[src/sv/dali_pkg.sv]
// Package: shared types and constants of the DALI master command tracker.
`default_nettype none
package dali_pkg;
	localparam int TABLE_DEPTH = 8;
	localparam int IDX_W = (TABLE_DEPTH > 1) ? $clog2(TABLE_DEPTH) : 1;
	localparam int CNT_W = $clog2(TABLE_DEPTH + 1);

	typedef enum logic [2:0] {
		CMD_ARC      = 3'd0,
		CMD_COMMAND  = 3'd1,
		CMD_SPECIAL  = 3'd2,
		CMD_EXTENDED = 3'd3,
		CMD_FRAME    = 3'd4,
		CMD_SWEEP    = 3'd5,
		CMD_QUERY    = 3'd6,
		CMD_NONE     = 3'd7
	} cmd_t;

	localparam logic [2:0] ST_WAITING  = 3'd0;
	localparam logic [2:0] ST_SENT     = 3'd1;
	localparam logic [2:0] ST_NOANS    = 3'd2;
	localparam logic [2:0] ST_RECEIVED = 3'd3;
	localparam logic [2:0] ST_NOTREG   = 3'd4;

	localparam logic [2:0] REG_ANSWER_TO  = 3'd0;
	localparam logic [2:0] REG_RELEASE_TO = 3'd1;
	localparam logic [2:0] REG_UNSENT_TO  = 3'd2;
	localparam logic [2:0] REG_INIT_CODE  = 3'd3;
	localparam logic [2:0] REG_RAND_CODE  = 3'd4;
	localparam logic [2:0] REG_ENABLE_TYPE = 3'd5;

	localparam logic [7:0] CFG_CMD_LO = 8'd32;
	localparam logic [7:0] CFG_CMD_HI = 8'd129;

	typedef enum logic [2:0] {
		S_IDLE,
		S_SCAN,
		S_EMIT
	} state_t;

	typedef struct packed {
		logic        is_frame;
		logic [15:0] frame_data;
		logic [31:0] ref_out;
		logic [2:0]  answer_state;
		logic [7:0]  answer_data;
		logic        table_full;
		logic        last;
	} result_t;

	function automatic logic [15:0] build_frame(input logic grp, input logic [5:0] addr,
			input logic sel, input logic [7:0] byte_v);
		build_frame = {grp, addr, sel, byte_v};
	endfunction
endpackage
`default_nettype wire

[src/sv/dali_cmp.sv]
// Shared compare unit: age check against a timeout.
`default_nettype none
module dali_cmp (
	input  wire logic [31:0] now_v,
	input  wire logic [31:0] stamp,
	input  wire logic [31:0] limit,
	output logic             expired
);
	logic [31:0] age;
	assign age = now_v - stamp;
	assign expired = age > limit;
endmodule
`default_nettype wire

[src/sv/dali_master_command_tracker.sv]
// Top level: frame builder, answer table and the sequencer that scans it entry by entry.
// A request is captured at its accepting edge, then every request scans the answer table one
// entry per cycle through the shared compare unit and a separate release-age compare;
// registration and a query stop in the cycle after the entry they use. Each result is then
// loaded into the output register, and the next request is accepted as soon as the last
// result is loaded. A result held in the output register delays only the next request's
// first result.
`default_nettype none
module dali_master_command_tracker (
	input  wire logic        clk,
	input  wire logic        arst_n,
	input  wire logic        cfg_we,
	input  wire logic [2:0]  cfg_index,
	input  wire logic [31:0] cfg_data,
	input  wire logic        in_valid,
	output logic             in_ready,
	input  wire logic [2:0]  command,
	input  wire logic [5:0]  address,
	input  wire logic [7:0]  command_byte,
	input  wire logic [5:0]  special_code,
	input  wire logic [7:0]  value_byte,
	input  wire logic        is_group,
	input  wire logic        want_response,
	input  wire logic [31:0] frame_ref,
	input  wire logic        backward,
	input  wire logic [7:0]  answer_in,
	input  wire logic [31:0] now_us,
	output logic             out_valid,
	input  wire logic        out_ready,
	output logic             is_frame,
	output logic [15:0]      frame_data,
	output logic [31:0]      ref_out,
	output logic [2:0]       answer_state,
	output logic [7:0]       answer_data,
	output logic             table_full,
	output logic             last
);
	import dali_pkg::*;

	logic [31:0] answer_to_q, release_to_q, unsent_to_q;
	logic [5:0]  init_code_q, rand_code_q, enable_code_q;

	logic [TABLE_DEPTH-1:0] valid_q;
	logic [31:0] ref_q  [TABLE_DEPTH];
	logic [31:0] sent_q [TABLE_DEPTH];
	logic [1:0]  stat_q [TABLE_DEPTH];
	logic [7:0]  ans_q  [TABLE_DEPTH];

	state_t state_q, state_d;
	cmd_t   cmd_q;
	logic [31:0] fref_q, now_q;
	logic        bwd_q, want_q, full_q, done_q;
	logic [7:0]  ansin_q;
	logic [IDX_W-1:0] idx_q;
	logic [CNT_W-1:0] cnt_q;
	result_t res_q [3];
	logic [1:0]  nres_q, ptr_q;
	logic [31:0] reg_ref_q;
	logic [2:0]  qst_q;
	logic [7:0]  qdata_q;
	result_t out_q;
	logic    outv_q;

	// shared compare operands
	logic [31:0] c_stamp, c_limit;
	logic        c_exp;
	logic [1:0]  cur_stat;
	logic        cur_match;

	assign cur_stat  = stat_q[idx_q];
	assign cur_match = valid_q[idx_q] && ref_q[idx_q] == fref_q;

	always_comb begin
		c_stamp = sent_q[idx_q];
		c_limit = release_to_q;
		if (cur_stat == ST_SENT[1:0]) begin
			c_limit = answer_to_q;
		end else if (cur_stat == ST_WAITING[1:0]) begin
			c_stamp = ref_q[idx_q];
			c_limit = unsent_to_q;
		end
	end

	dali_cmp u_cmp (.now_v(now_q), .stamp(c_stamp), .limit(c_limit), .expired(c_exp));

	// sent entry that just expired: check release against the same stamp in the same cycle
	logic [1:0] sw_stat;
	logic       rel_exp;
	assign sw_stat = (cur_stat == ST_SENT[1:0] && c_exp) ? ST_NOANS[1:0] : cur_stat;
	assign rel_exp = (now_q - sent_q[idx_q]) > release_to_q;

	always_ff @(posedge clk or negedge arst_n) begin
		if (!arst_n) begin
			answer_to_q   <= 32'd50000;
			release_to_q  <= 32'd100000;
			unsent_to_q   <= 32'd10000000;
			init_code_q   <= 6'd18;
			rand_code_q   <= 6'd19;
			enable_code_q <= 6'd32;
		end else if (cfg_we) begin
			case (cfg_index)
				REG_ANSWER_TO:   answer_to_q <= cfg_data;
				REG_RELEASE_TO:  release_to_q <= cfg_data;
				REG_UNSENT_TO:   unsent_to_q <= cfg_data;
				REG_INIT_CODE:   init_code_q <= cfg_data[5:0];
				REG_RAND_CODE:   rand_code_q <= cfg_data[5:0];
				REG_ENABLE_TYPE: enable_code_q <= cfg_data[5:0];
				default: ;
			endcase
		end
	end

	always_ff @(posedge clk or negedge arst_n) begin
		if (!arst_n) begin
			state_q <= S_IDLE;
		end else begin
			state_q <= state_d;
		end
	end

	logic last_idx;
	assign last_idx = cnt_q == CNT_W'(TABLE_DEPTH - 1);

	always_comb begin
		state_d = state_q;
		case (state_q)
			S_IDLE: if (in_valid) state_d = S_SCAN;
			S_SCAN: if (last_idx || done_q) state_d = (nres_q == 2'd0 && cmd_q != CMD_QUERY)
					? S_IDLE : S_EMIT;
			S_EMIT: if (!outv_q || out_ready) state_d = (ptr_q + 2'd1 == nres_q) ? S_IDLE : S_EMIT;
			default: state_d = S_IDLE;
		endcase
	end

	assign in_ready = state_q == S_IDLE;

	logic twice;
	logic [15:0] cframe;
	result_t r0, r1, r2;
	logic [1:0] nres_d;

	always_comb begin
		r0 = '0;
		r1 = '0;
		r2 = '0;
		nres_d = 2'd0;
		twice = 1'b0;
		cframe = 16'd0;
		case (cmd_t'(command))
			CMD_ARC: begin
				r0.is_frame = 1'b1;
				r0.frame_data = build_frame(is_group, address, 1'b0, command_byte);
				nres_d = 2'd1;
			end
			CMD_COMMAND, CMD_EXTENDED, CMD_SPECIAL: begin
				if (cmd_t'(command) == CMD_SPECIAL) begin
					cframe = build_frame(1'b1, special_code, 1'b1, value_byte);
					twice = special_code == init_code_q || special_code == rand_code_q;
				end else begin
					cframe = build_frame(is_group, address, 1'b1, command_byte);
					twice = command_byte >= CFG_CMD_LO && command_byte <= CFG_CMD_HI;
				end
				if (cmd_t'(command) == CMD_EXTENDED) begin
					r0.is_frame = 1'b1;
					r0.frame_data = build_frame(1'b1, enable_code_q, 1'b1, value_byte);
					r0.ref_out = now_us;
					r1.is_frame = 1'b1;
					r1.frame_data = cframe;
					r1.ref_out = now_us;
					r2 = r1;
					r2.ref_out = now_us + 32'd1;
					nres_d = twice ? 2'd3 : 2'd2;
					if (!twice) r2 = r1;
				end else begin
					r0.is_frame = 1'b1;
					r0.frame_data = cframe;
					r0.ref_out = now_us;
					r1 = r0;
					r1.ref_out = now_us + 32'd1;
					nres_d = twice ? 2'd2 : 2'd1;
				end
			end
			default: ;
		endcase
	end

	result_t emit_r;
	logic    emit_last;

	always_comb begin
		emit_last = ptr_q + 2'd1 == nres_q;
		emit_r = res_q[ptr_q];
		if (cmd_q == CMD_QUERY) begin
			emit_r = '0;
			emit_r.ref_out = fref_q;
			emit_r.answer_state = qst_q;
			emit_r.answer_data = qdata_q;
		end
		emit_r.last = emit_last;
		if (emit_last && cmd_q != CMD_QUERY)
			emit_r.table_full = want_q && full_q;
	end

	always_ff @(posedge clk or negedge arst_n) begin
		if (!arst_n) begin
			valid_q <= '0;
			outv_q  <= 1'b0;
			idx_q   <= '0;
			cnt_q   <= '0;
			ptr_q   <= '0;
			nres_q  <= '0;
			done_q  <= 1'b0;
			full_q  <= 1'b0;
			cmd_q   <= CMD_NONE;
		end else begin
			if (state_q == S_EMIT && (!outv_q || out_ready)) begin
				outv_q <= 1'b1;
			end else if (out_ready) begin
				outv_q <= 1'b0;
			end
			case (state_q)
				S_IDLE: if (in_valid) begin
					cmd_q   <= cmd_t'(command);
					fref_q  <= frame_ref;
					now_q   <= now_us;
					bwd_q   <= backward;
					ansin_q <= answer_in;
					want_q  <= want_response && command != CMD_ARC &&
						command <= CMD_EXTENDED;
					res_q[0] <= r0;
					res_q[1] <= r1;
					res_q[2] <= r2;
					nres_q  <= nres_d;
					reg_ref_q <= (nres_d == 2'd1 || (command == CMD_EXTENDED && nres_d == 2'd2))
						? now_us : now_us + 32'd1;
					idx_q   <= '0;
					cnt_q   <= '0;
					ptr_q   <= '0;
					done_q  <= 1'b0;
					full_q  <= 1'b1;
					qst_q   <= ST_NOTREG;
					qdata_q <= 8'd0;
				end
				S_SCAN: begin
					idx_q <= idx_q + IDX_W'(1);
					cnt_q <= cnt_q + CNT_W'(1);
					if (!done_q) begin
						case (cmd_q)
							CMD_COMMAND, CMD_SPECIAL, CMD_EXTENDED: if (want_q && !valid_q[idx_q]) begin
								valid_q[idx_q] <= 1'b1;
								ref_q[idx_q]   <= reg_ref_q;
								sent_q[idx_q]  <= 32'd0;
								stat_q[idx_q]  <= ST_WAITING[1:0];
								ans_q[idx_q]   <= 8'd0;
								full_q <= 1'b0;
								done_q <= 1'b1;
							end
							CMD_FRAME: if (cur_match) begin
								if (bwd_q) begin
									ans_q[idx_q]  <= ansin_q;
									stat_q[idx_q] <= ST_RECEIVED[1:0];
								end else begin
									stat_q[idx_q] <= ST_SENT[1:0];
									sent_q[idx_q] <= now_q;
								end
							end
							CMD_SWEEP: if (valid_q[idx_q]) begin
								stat_q[idx_q] <= sw_stat;
								if (sw_stat == ST_WAITING[1:0]) begin
									if (c_exp) valid_q[idx_q] <= 1'b0;
								end else if (sw_stat != ST_SENT[1:0] && rel_exp) begin
									valid_q[idx_q] <= 1'b0;
								end
							end
							CMD_QUERY: if (cur_match) begin
								qst_q <= {1'b0, cur_stat};
								if (cur_stat == ST_RECEIVED[1:0]) qdata_q <= ans_q[idx_q];
								if (cur_stat == ST_RECEIVED[1:0] || cur_stat == ST_NOANS[1:0])
									valid_q[idx_q] <= 1'b0;
								done_q <= 1'b1;
							end
							default: ;
						endcase
					end
					if (last_idx || done_q) begin
						if (cmd_q == CMD_QUERY) begin
							nres_q <= 2'd1;
						end
					end
				end
				S_EMIT: if (!outv_q || out_ready) begin
					out_q <= emit_r;
					ptr_q <= ptr_q + 2'd1;
				end
				default: ;
			endcase
		end
	end

	assign out_valid    = outv_q;
	assign is_frame     = out_q.is_frame;
	assign frame_data   = out_q.frame_data;
	assign ref_out      = out_q.ref_out;
	assign answer_state = out_q.answer_state;
	assign answer_data  = out_q.answer_data;
	assign table_full   = out_q.table_full;
	assign last         = out_q.last;
endmodule
`default_nettype wire
[config.mk]
export PLATFORM = sky130hd
export DESIGN_NAME = dali_master_command_tracker
export DESIGN_NICKNAME = d
export VERILOG_FILES = /design/src/sv/dali_pkg.sv /design/src/sv/dali_cmp.sv /design/src/sv/dali_master_command_tracker.sv
export SDC_FILE = /design/constraint.sdc
export NUM_CORES = 2
export LEC_CHECK = 0
export CAP_MARGIN = 40
export CORE_MARGIN = 2
export CORE_UTILIZATION = 60
export CTS_CLUSTER_SIZE = 40
export DETAILED_ROUTE_END_ITERATION = 6
export DONT_BUFFER_PORTS = 1
export PLACE_DENSITY = 0.88
export SKIP_LAST_GASP = 1
export SLEW_MARGIN = 20
export SYNTH_ARGS = -nofsm -noshare
export SYNTH_HDL_FRONTEND = slang
export SYNTH_SLANG_ARGS = --single-unit
[constraint.sdc]
create_clock -name clk -period 20.7 [get_ports clk]
set_clock_uncertainty 0.1 [all_clocks]
set_input_delay 2.07 -clock clk [delete_from_list [all_inputs] [get_ports clk]]
set_output_delay 2.07 -clock clk [all_outputs]
set_load 0.005 [all_outputs]
==> impl_metrics.csv <==
group,metric,value,unit
die,die_w,287,µm
yosys,synth_cell_types,83,
place,port_buffers,0,
global_routing,grt_pass1_wl,199000,µm
yosys,synth.cell_area,0.0481,mm²
hold_path,min_path_type,"register to register",
clock_network,cts_tree,"built",
routing,drt_wl_total,134000,µm
yosys,ys_warn_count,0,
power_and_ir_drop,power_frac_seq,37.8,%
worst_setup_path,critPathBufInv,5,
global_routing,overflow,0,
die,start_util,60.7,%
job,maxCapViolCount,0,
timing,rsz0062_at_grt,"no",
routing,antenna_left,0,
die,rows,103,
die,die-area,0.0824,mm²
clock_network,cts_resized,0,
final_layout,area_growth,10.1,%
yosys,synth_area_per_cell,13.3,µm²
power_and_ir_drop,ir_worst_vdd,0.0872,mV
power_and_ir_drop,p_clk_share,27.0,%
worst_setup_path,cpPeakStageDelay,0.69,ns
routing,vias,31951,
clock_network,cts_buffers,102,
timing,fmaxAchievable,101,MHz
timing,finalCritPeriodShare,48.0,%
clock_network,clock_sinks,1057,
clock_network,cts_buffer_depth,3,
place,dp_hpwl,88500,µm
clock_network,clk_pin_slew,0.07,ns
power_and_ir_drop,leakage,19.1,nW
clock_network,post_cts_buffers,0,
worst_setup_path,required,21.20,ns
routing,post-route-drc-count,0,
timing,finalSetupViolations,0,
place,gp_congestion,1.03,
yosys,synthCells,3606,
global_routing,grt_antenna_before_repair,9,
worst_setup_path,cp_slowest_cell,"buf_4",
yosys,synth_ff_type,"edfxtp_1",
power_and_ir_drop,intPower,4.54,mW
final_layout,fillers,5223,
yosys,ys_ff_latch,1057,
clock_network,htreeDepth,3,
routing,dr.first_iter.drc_count,4803,
yosys,synth-seq-area-share,64.7,%
run_status,outcome,"completed",
power_and_ir_drop,comb_power_share,35.2,%
power_and_ir_drop,switching_share,35.8,%
timing,finalCriticalPeriod,9.94,ns
timing,tns,0,ns
worst_setup_path,startpoint_type,"register",
final_layout,finalNetCount,3872,
worst_setup_path,cp_top_family,"compound AO/OA/AOI/OAI gates",
clock_network,clk_latency,0.69,ns
routing,wire_per_inst,28.4,µm
timing,worstMarginPinSlew,1.12,ns
timing,whs,0.396,ns
die,ioPinCount,210,
global_routing,track_usage,32.4,%
final_layout,drive_gt1_share,12.6,%
yosys,async_flop_share,13.3,%
die,die_h,287,µm
power_and_ir_drop,cellPowerDensity,134,mW/mm²
global_routing,grt_pass1_vias,30794,
worst_setup_path,path_class,"register to register",
clock_network,cts_hold_buffers,0,
clock_network,root_buffer,"clkbuf_16",
power_and_ir_drop,switching_power,2.54,mW
worst_setup_path,end_kind,"register",
yosys,syn_nets,3884,
die,coreArea,0.0791,mm²
worst_setup_path,path_common_cell,"buf_4",
routing,viasPerCell,6.75,
power_and_ir_drop,p_total,7.07,mW
global_routing,grt_max_degree,146,
yosys,synth_edf_count,916,
timing,drv_slew,0,
timing,timing.slew.headroom,25.3,%
worst_setup_path,cp_max_fo,51,
worst_setup_path,arrival,10.43,ns
timing,hold_viol_final,0,
routing,dr.pass1.iters,6,
==> per-layer routing <==
layer  global-route usage, %  part of all wire, %  vias up
met1                    42.8                   36    15611
li1                        -                    -    13604
met5                       0                0.062        -
met2                    49.7                   46     2288
met3                    9.13                   13      436
met4                    16.2                  5.8       12
==> worst register-to-register path, delay by kind of cell, from the launching register on <==
kind / cells / cell delay (ns)
fa+ha+maj: 3 / 0.72
buf+inv: 5 / 2.43
simple gates: 6 / 1.24
compound gates: 17 / 4.75
flops: 1 / 0.61
==> registers in the layout (all words and copies together) (netlist names), 3 cells and up, named ones only <==
register       count
ref_q            256
unsent_to_q       32
rand_code_q        6
stat_q            16
init_code_q        6
fref_q            32
enable_code_q      6
qdata_q            8
cmd_q              3
answer_data        8
reg_ref_q         32
now_q             32
qst_q              3
frame_data        16
answer_to_q       32
idx_q              3
answer_state       3
release_to_q      32
sent_q           256
cnt_q              4
ans_q             64
res_q            145
ansin_q            8
ref_out           32
==> layout by cell type (no fill, tap or decap), types with 17 or more instances in the layout <==
cell	instances
and2_1	76
or3_1	20
nor2_1	268
mux4_2	23
mux2i_1	129
and3_1	64
and4_1	25
edfxtp_1	916
clkbuf_1	17
a21o_1	34
nor2b_1	20
dfrtp_1	107
nor3_1	18
nand2b_1	23
a221oi_1	57
o21a_1	25
o21ai_0	163
buf_4	67
nand3_1	46
inv_1	59
nand2_1	296
a211oi_1	19
clkbuf_16	104
clkinv_2	30
xnor2_1	86
a21oi_1	199
a22o_1	18
xor2_1	96
nand4_1	27
a22oi_1	124
dfstp_2	29
ha_1	130
mux2_2	122
==> Yosys cell counts, drive strengths merged (7+ instances only) <==
cell | instances | area share, %
xor2 | 96 | 1.7
nor3 | 20 | 0.22
mux2 | 123 | 2.9
ha | 130 | 3.4
o22ai | 7 | 0.091
inv | 62 | 0.48
nand4 | 27 | 0.35
nand3 | 48 | 0.53
o211ai | 8 | 0.12
a22oi | 126 | 2.0
edfxtp | 916 | 57
buf | 58 | 0.62
nor2 | 280 | 2.2
nand2 | 296 | 2.3
mux2i | 129 | 2.7
and2 | 78 | 1.0
dfrtp | 112 | 5.8
mux4 | 23 | 1.1
a21o | 34 | 0.53
o41ai | 8 | 0.15
a31oi | 12 | 0.17
o21ai | 165 | 1.7
and4 | 26 | 0.48
a221oi | 57 | 1.0
xnor2 | 86 | 1.6
nor2b | 20 | 0.26
nand2b | 23 | 0.30
or3 | 20 | 0.26
a211oi | 19 | 0.30
nor4 | 13 | 0.20
a21oi | 199 | 2.1
and3 | 65 | 0.85
clkbuf | 142 | 1.1
a22o | 18 | 0.33
dfstp | 29 | 1.6
o21bai | 12 | 0.19
o21a | 25 | 0.39
a41oi | 7 | 0.13
==> power groups by stage <==
stage / Sequential (mW) / Combinational (mW) / Clock [mW]
2_1_floorplan: 2.62 / 1.71 / 0
4_1_cts: 2.66 / 2.42 / 1.91
3_5_place_dp: 2.70 / 2.38 / 0
3_3_place_gp: 2.70 / 2.32 / 0
6_report: 2.67 / 2.49 / 1.91
5_1_grt: 2.68 / 2.68 / 1.99
==> metrics by stage <==
stage          worst slack, ns  instances  utilization [%]  instance area (µm²)
4_1_cts                  10.93       4722             66.7                52800
2_1_floorplan            13.67       3606                -                48100
6_report                 10.76       4733             66.9                52900
3_3_place_gp             11.06       4514             62.1                49100
5_1_grt                  10.30       4730             66.9                52900
3_5_place_dp             10.98       4534             62.4                49400
==> layout make-up <==
type / instances / area (µm²) / area share, %
flip-flops and latches: 1057 / 31100 / 58.7
inverters: 64 / 248 / 0.468
clock inverters: 66 / 744 / 1.41
well taps: 1050 / 1310 / 2.48
diodes: 5 / 12.5 / 0.0236
multi-input cells: 2285 / 16000 / 30.3
repair buffers: 84 / 786 / 1.49
clock buffers: 122 / 2680 / 5.07
==> final timing paths <==
check	startpoint	to	slack [ns]	cells past startpoint
max	idx_q[1]	register	10.76	31
min	done_q	done_q	0.40	1
max reg2reg	idx_q[1]	register	10.76	31
min reg2reg	done_q	done_q	0.40	1
max in group asynchronous	arst_n	cmd_q[1]	19.21	0
min in group asynchronous	arst_n	unsent_to_q[25]	0.99	0
==> cell families after synthesis <==
group,after synthesis,synth area share (%)
AOI/OAI and AO/OA,750,10.2
xor gates and xnor gates,182,3.32
adders and majority gates,132,3.47
buffers and inverters,264,2.24
DFF,1057,64.7
muxes,275,6.65
and+or+nand+nor,946,9.49
No activity file was read; power rests on OpenSTA's default activity.
